===== src/sv/assert_macros.svh =====
// Assertion macros used by the LFU cache policy module.
`ifndef ASSERT_MACROS_SVH
`define ASSERT_MACROS_SVH

// Checks a property on every rising clock edge outside of reset.
`define ASSERT_CLK(label, prop, msg) \
  label: assert property (@(posedge clk) disable iff (!rst_n) (prop)) else $error(msg);

// Checks that a condition never holds outside of reset.
`define ASSERT_NEVER(label, cond, msg) \
  label: assert property (@(posedge clk) disable iff (!rst_n) !(cond)) else $error(msg);

`endif


===== src/sv/lfu_ram.sv =====
// Generic single-write, single-read synchronous RAM with registered read data.
module lfu_ram #(
  parameter int WIDTH = 8,
  parameter int DEPTH = 16
) (
  input  logic                                   clk,
  input  logic                                   wr_en,
  input  logic [(DEPTH > 1 ? $clog2(DEPTH) : 1)-1:0] wr_addr,
  input  logic [WIDTH-1:0]                       wr_data,
  input  logic                                   rd_en,
  input  logic [(DEPTH > 1 ? $clog2(DEPTH) : 1)-1:0] rd_addr,
  output logic [WIDTH-1:0]                       rd_data
);

  logic [WIDTH-1:0] mem [DEPTH];

  always_ff @(posedge clk) begin
    if (wr_en) begin
      mem[wr_addr] <= wr_data;
    end
    if (rd_en) begin
      rd_data <= mem[rd_addr];
    end
  end

endmodule


===== config.mk =====
export PLATFORM = sky130hd
export DESIGN_NAME = lfu_ram
export DESIGN_NICKNAME = d
export VERILOG_FILES = /design/src/sv/assert_macros.svh /design/src/sv/lfu_ram.sv
export SDC_FILE = /design/constraint.sdc
export NUM_CORES = 1
export LEC_CHECK = 0
export ABC_AREA = 1
export BUFFER_PORTS_ARGS = -buffer_cell sky130_fd_sc_hd__buf_4
export CORE_UTILIZATION = 40
export DETAILED_ROUTE_END_ITERATION = 6
export SLEW_MARGIN = 25
export SYNTH_ARGS = -nofsm -noshare
export SYNTH_HDL_FRONTEND = slang
export SYNTH_SLANG_ARGS = --single-unit

===== constraint.sdc =====
create_clock -name clk -period 1.4 [get_ports clk]
set_clock_uncertainty 0.15 [all_clocks]
set_input_delay 0 -clock clk [delete_from_list [all_inputs] [get_ports clk]]
set_output_delay 0 -clock clk [all_outputs]
set_load 0.05 [all_outputs]

==> results by group, run 1 <==
Floorplan
  • DIE HEIGHT: 122.9 um
  • Row count: 43
  • Ports: 27
  • Core Region: 14100 um^2
  • Total die area: 15100 um^2
  • Die width: 122.9 um
  • Starting Density: 41.48%

Place
  • Routability cong.: approximately 0.84
  • Final HPWL DP: 8.376 mm
  • # placed instances: 758
  • Dpl ws: -0.05163 ns
  • Port bufs: 26
  • Post-place instance area: 6339 um^2

STA
  • Final Max Tran Viols: 0
  • RSZ-0062 raised after global routing: no
  • Setup WS post-layout: between 0.1 and 0.15 ns
  • Slew headroom: 59.21%
  • Period utilisation layout: 91.48%
  • Worst-Margin Slew: between 0.6 and 0.7 ns
  • Final setup viols: 0
  • Final-report hold violation count: 0
  • Fmax: 0.7808 GHz
  • Min cycle time layout: 1.281 ns

Clocking
  • CTS root buf: clkbuf_16
  • TritonCTS buffer count: 17
  • Clock buffer depth: 2
  • Worst skew pair latency: between 0.4 and 0.5 ns
  • Resize count post-CTS: 0
  • TritonCTS clock tree: yes
  • H-tree depth: 4
  • Clock transition at the registers of the reported paths: 0.06 ns
  • Clock sinks: between 100 and 150

Pwr
  • Sw Ratio: 22.07%
  • Clk pwr share: 40.9%
  • Net Switching: about 2 mW
  • Worst IR Drop VDD: 0.0007576 V
  • Internal power: ~7 mW
  • Leakage power: 2.978 nW
  • Power share of the combinational group: 7.7%
  • Sequential share of power: about half
  • Pwr Density: 1299 nW/um^2
  • Total power: between 8 and 9 mW

Synthesis
  • Post-Syn Area per Cell: approximately 11 um^2
  • Area leader, netlist: edfxtp_1
  • Top area cells in the synthesized netlist: edfxtp_1 70%, nand2_1 11%, nand3_1 8.3%, inv_1 6.4%, buf_6 1.2%
  • Register area share after synthesis: 69.85%
  • Synthesized area: 5847 um^2
  • Synth unique cells: 11
  • Top-area cell type share of the netlist area: 69.85%
  • Synth warnings: 0
  • Yosys reg bits: around 140
  • Syn Inst Count: 551
  • Mapped Nets: 570

Finish
  • Finished Cell Area: 6914 um^2
  • Most frequent cells in the layout: 173 x nand2_1, 136 x edfxtp_1, 100 x inv_1
  • Finished Layout Cells: between 700 and 800
  • Antenna diodes: 0
  • Fillers: 1295
  • Layout cells sized above 1: 11.99%
  • Area grow syn2layout: 18.25%
  • Commonest non-fill, non-tap cell in the layout: nand2_1
  • # nets final: 626

Detailed routing
  • DRT Pass-1 Iters: 5
  • DRC viols: 0
  • Wire per inst: 16.87 um
  • Final wirelength: 13.44 mm
  • Drt initial violations: 509
  • ANT nets after route: 0
  • Vias/cell: 4.920
  • Routed vias: 3921

Global route
  • Antenna violations before repair: 0
  • First-pass GRT wire length: 21.03 mm
  • Vias in the first global route: 3732
  • Largest net degree at the start of global routing: 44
  • Total congestion overflow: 0
  • GRT Util Overall: ~20%

Setup path
  • Critical Path AT: about 1.3 ns
  • Worst-path fanout max: 1
  • CP endpoint kind: flip-flop
  • Crit-path slowest cell: edfxtp_1
  • Worst path most repeated cell: nand3_1
  • R2R cell count: 6
  • Crit path capture: rd_data[0]
  • Cell chain of the critical path: inv_1, nand2_1, nand3_1, nand3_1, nand3_1, nand2_1
  • Worst setup path start: mem[1][0]
  • Crit path launch type: flip-flop
  • Worst r2r src: mem[1][0]
  • Reg2reg setup slack: about 0.12 ns
  • Slowest stage delay, CP: 0.36 ns
  • Worst r2r dst: rd_data[0]
  • CP Data Required Time: around 1.4 ns
  • Critical path class: reg -> reg

Run status
  • Outcome: finished, final reports clean

Flow run
  • Max_cap viols: 0

Worst hold path
  • HP Class: in -> reg
[logic make-up after synthesis]
| family | Yosys count | share of synthesized area [%] |
|---|---|---|
| buffers and inverters | 126 | 9.394 |
| DFF | 136 | 69.85 |
| and+or+nand+nor | 289 | 20.76 |
[power groups by stage]
stage / combinational [mW] / sequential [mW] / clock (mW)
final: 0.690 / 4.62 / 3.68
after global routing: 0.753 / 4.62 / 3.91
after CTS: 0.690 / 4.62 / 3.72
after detailed placement: 0.664 / 4.70 / 0
after global placement: 0.661 / 4.70 / 0
after floorplan: 0.322 / 4.76 / 0
[flip-flops by register name, summed over array words and instances, names as in the netlist]
register / count
mem: 128
rd_data: 8
[worst min-delay path by stage]
stage / cells after the start / to / startpoint / slack (ns)
after floorplan: 0 / mem[0][0] / wr_data[0] / -0.05
final: 6 / rd_data[6] / rd_addr[2] / 0.05
after CTS: 6 / rd_data[1] / rd_addr[2] / 0.04
after global routing: 6 / rd_data[0] / rd_addr[2] / 0.07
after global placement: 1 / rd_data[4] / rd_en / 0.15
after detailed placement: 1 / rd_data[7] / rd_en / 0.16
[metrics by stage]
stage,hold WS (ns),utilization [%],TNS (ns)
after floorplan,-0.05113,-,0
after global placement,0.1513,44.97,-0.03607
after detailed placement,0.1563,44.97,-0.05163
after CTS,0.03535,49.05,0
after global routing,0.07022,49.05,0
final,0.04598,49.05,0
[Yosys cell counts]
cell and n:
edfxtp_1 136, buf_1 1, buf_6 6, buf_4 4, nand3_1 97, inv_2 2
nand3b_1 2, buf_2 13, inv_1 100, nand2_1 173, nor2_1 17
[what timing repair did]
item,CTS,global route
endpoints found under the hold margin,144,0
buffers inserted,0,0
hold buffers,10,0
[worst max-delay path, delay by kind of cell (launching register included)]
kind                   cells  cell delay (ns)
buffers and inverters      1             0.06
and+or+nand+nor            5             0.46
DFF                        1             0.36
[layer usage]
layer  vias up  GRT usage [%]  wire length, um
li1       1891              -                -
met1      1816          28.18             6185
met2       195          28.97             5960
met3        19          4.105             1025
met4         0          8.384              271
met5         -              0                0
[layout make-up]
type | count | area, um^2 | area share [%]
tap | 180 | 225.2 | 3.257
multi-input combinational | 289 | 1214 | 17.55
clock buffer | 21 | 440.4 | 6.370
clock inverter | 8 | 35.03 | 0.5067
sequential | 136 | 4084 | 59.07
inverter | 102 | 382.9 | 5.537
timing repair buffer | 61 | 533.0 | 7.709
Power figures use the tool's default switching activity.
==> run 2: changes to the inputs <==
--- a/config.mk
+++ b/config.mk
@@ -8,6 +8,7 @@
 export ABC_AREA = 1
 export BUFFER_PORTS_ARGS = -buffer_cell sky130_fd_sc_hd__buf_4
 export CORE_UTILIZATION = 40
+export CTS_BUF_LIST = sky130_fd_sc_hd__clkbuf_4 sky130_fd_sc_hd__clkbuf_8
 export DETAILED_ROUTE_END_ITERATION = 6
 export SLEW_MARGIN = 25
 export SYNTH_ARGS = -nofsm -noshare
==> results by group, run 2 (same netlist as run 1, synthesis figures left out) <==
Pwr
  • Worst IR Drop VDD: 0.0004738 V
  • Leakage power: between 2 and 3 nW
  • Total power: 7.885 mW
  • Pwr Density: 1170 nW/um^2

Finish
  • # nets final: 626
  • Layout cells sized above 1: 12.64%
  • Commonest non-fill, non-tap cell in the layout: nand2_1
  • Register area: 4084 um^2
  • Final Util: 47.80%
  • Register with the most flip-flops: mem
  • Multi-input gate area: between 1000 and 1500 um^2
  • Max reg flops: 128
  • Top flop regs: mem x128, rd_data x8
  • Fillers: roughly 1300
  • Most frequent cells in the layout: 173 x nand2_1, 136 x edfxtp_1, 100 x inv_1
  • Antenna diodes: 0
  • Area grow syn2layout: 15.24%
  • Finished Layout Cells: 797
  • Finished Cell Area: approximately 6700 um^2

Setup path
  • Worst r2r src: mem[1][0]
  • CP Data Required Time: between 1 and 1.5 ns
  • Reg2reg setup slack: 0.13 ns
  • CP endpoint kind: flip-flop
  • Critical Path AT: 1.31 ns
  • Worst-path fanout max: 1
  • Worst r2r dst: rd_data[0]
  • Critical path class: reg -> reg
  • R2R cell count: 6
  • Crit path launch type: flip-flop

STA
  • Setup WS post-layout: 0.1275 ns
  • Period utilisation layout: 90.89%
  • RSZ-0062 raised after global routing: no
  • Fmax: 0.7859 GHz
  • Min cycle time layout: 1.272 ns
  • Hold_ws: 0.01643 ns
  • Final Max Tran Viols: 0
  • Final setup viols: 0
  • Slew headroom: 59.40%
  • Final-report hold violation count: 0
  • Worst-Margin Slew: 0.6081 ns
  • Setup TNS: 0 ns

Detailed routing
  • Final wirelength: ~13 mm
  • Vias/cell: 4.823
  • ANT nets after route: 0
  • Wire per inst: 16.73 um
  • DRT Pass-1 Iters: 6
  • Drt initial violations: 502
  • Routed vias: 3844
  • DRC viols: 0

Place
  • Dpl ws: -0.05163 ns
  • Final HPWL DP: 8.376 mm
  • Port bufs: 26
  • Routability cong.: 0.8354
  • Post-place instance area: 6339 um^2
  • # placed instances: about 760

Clocking
  • H-tree depth: 4
  • TritonCTS clock tree: yes
  • Resize count post-CTS: 0
  • Worst skew pair latency: 0.44 ns
  • TritonCTS buffer count: 17
  • Clock transition at the registers of the reported paths: around 0.070 ns
  • Clock sinks: 136
  • CTS root buf: clkbuf_8
  • Clock buffer depth: 2
  • Post-CTS Setup Repair Bufs: 0

Floorplan
  • DIE HEIGHT: 122.9 um
  • Row count: 43
  • Die width: 122.9 um
  • Core Region: 14100 um^2
  • Ports: 27
  • Total die area: ~15000 um^2
  • Starting Density: 41.48%

Global route
  • Total congestion overflow: 0
  • First-pass GRT wire length: 20.72 mm
  • GRT Util Overall: 19.44%
  • Vias in the first global route: 3677
  • Antenna violations before repair: 0
  • Largest net degree at the start of global routing: 44

Worst hold path
  • Worst Hold Depth: 6
  • Beginning of the worst hold path: rd_addr[2]
  • HP Class: in -> reg
  • Hold endpoint: rd_data[6]

Run status
  • Outcome: finished, final reports clean

Flow run
  • Max_cap viols: 0
==> run 2: how the worst max path moves through the flow <==
| stage | startpoint | endpoint | slack, ns |
|---|---|---|---|
| floorplan | wr_addr[2] | mem[10][0] | 0.30 |
| global placement | rd_addr[1] | rd_data[0] | -0.04 |
| detailed placement | rd_addr[1] | rd_data[0] | -0.05 |
| CTS | mem[1][0] | rd_data[0] | 0.11 |
| global route | mem[7][4] | rd_data[4] | 0.03 |
| finish | mem[1][0] | rd_data[0] | 0.13 |
==> run 2: layer usage <==
layer  share of wire, %  vias to the layer above  GRT usage [%]
li1                   -                     1886              -
met1                 48                     1793          27.90
met2                 44                      149          28.41
met3                7.1                       16          4.705
met4                1.6                        0          7.622
met5                  0                        -              0
==> run 2: cell type report <==
class,instances,share of cell area [%]
Clock inverter,8,0.5200
Clock buffer,21,3.918
Sequential cell,136,60.61
Inverter,102,5.682
Multi-Input combinational cell,289,18.01
Tap cell,180,3.343
Timing Repair Buffer,61,7.911
==> run 2: worst max-delay path: stages, from the launching register on <==
cell and delay [ns]:
edfxtp_1 0.37, inv_1 0.06, nand2_1 0.04, nand3_1 0.15
nand3_1 0.10, nand3_1 0.10, nand2_1 0.06
==> run 2: what timing repair did <==
action,CTS,global route
endpoints found under the setup margin,0,0
endpoints found under the hold margin,144,0
hold buffers,10,0
==> run 2: report_power, final <==
group | total, mW | leakage, nW | internal [mW] | switching (mW)
Sequential | 4.61 | 1.24 | 4.58 | 0.0264
Combinational | 0.687 | 1.51 | 0.222 | 0.464
Clock | 2.59 | 0.163 | 1.23 | 1.36
Total | 7.89 | 2.90 | 6.04 | 1.85
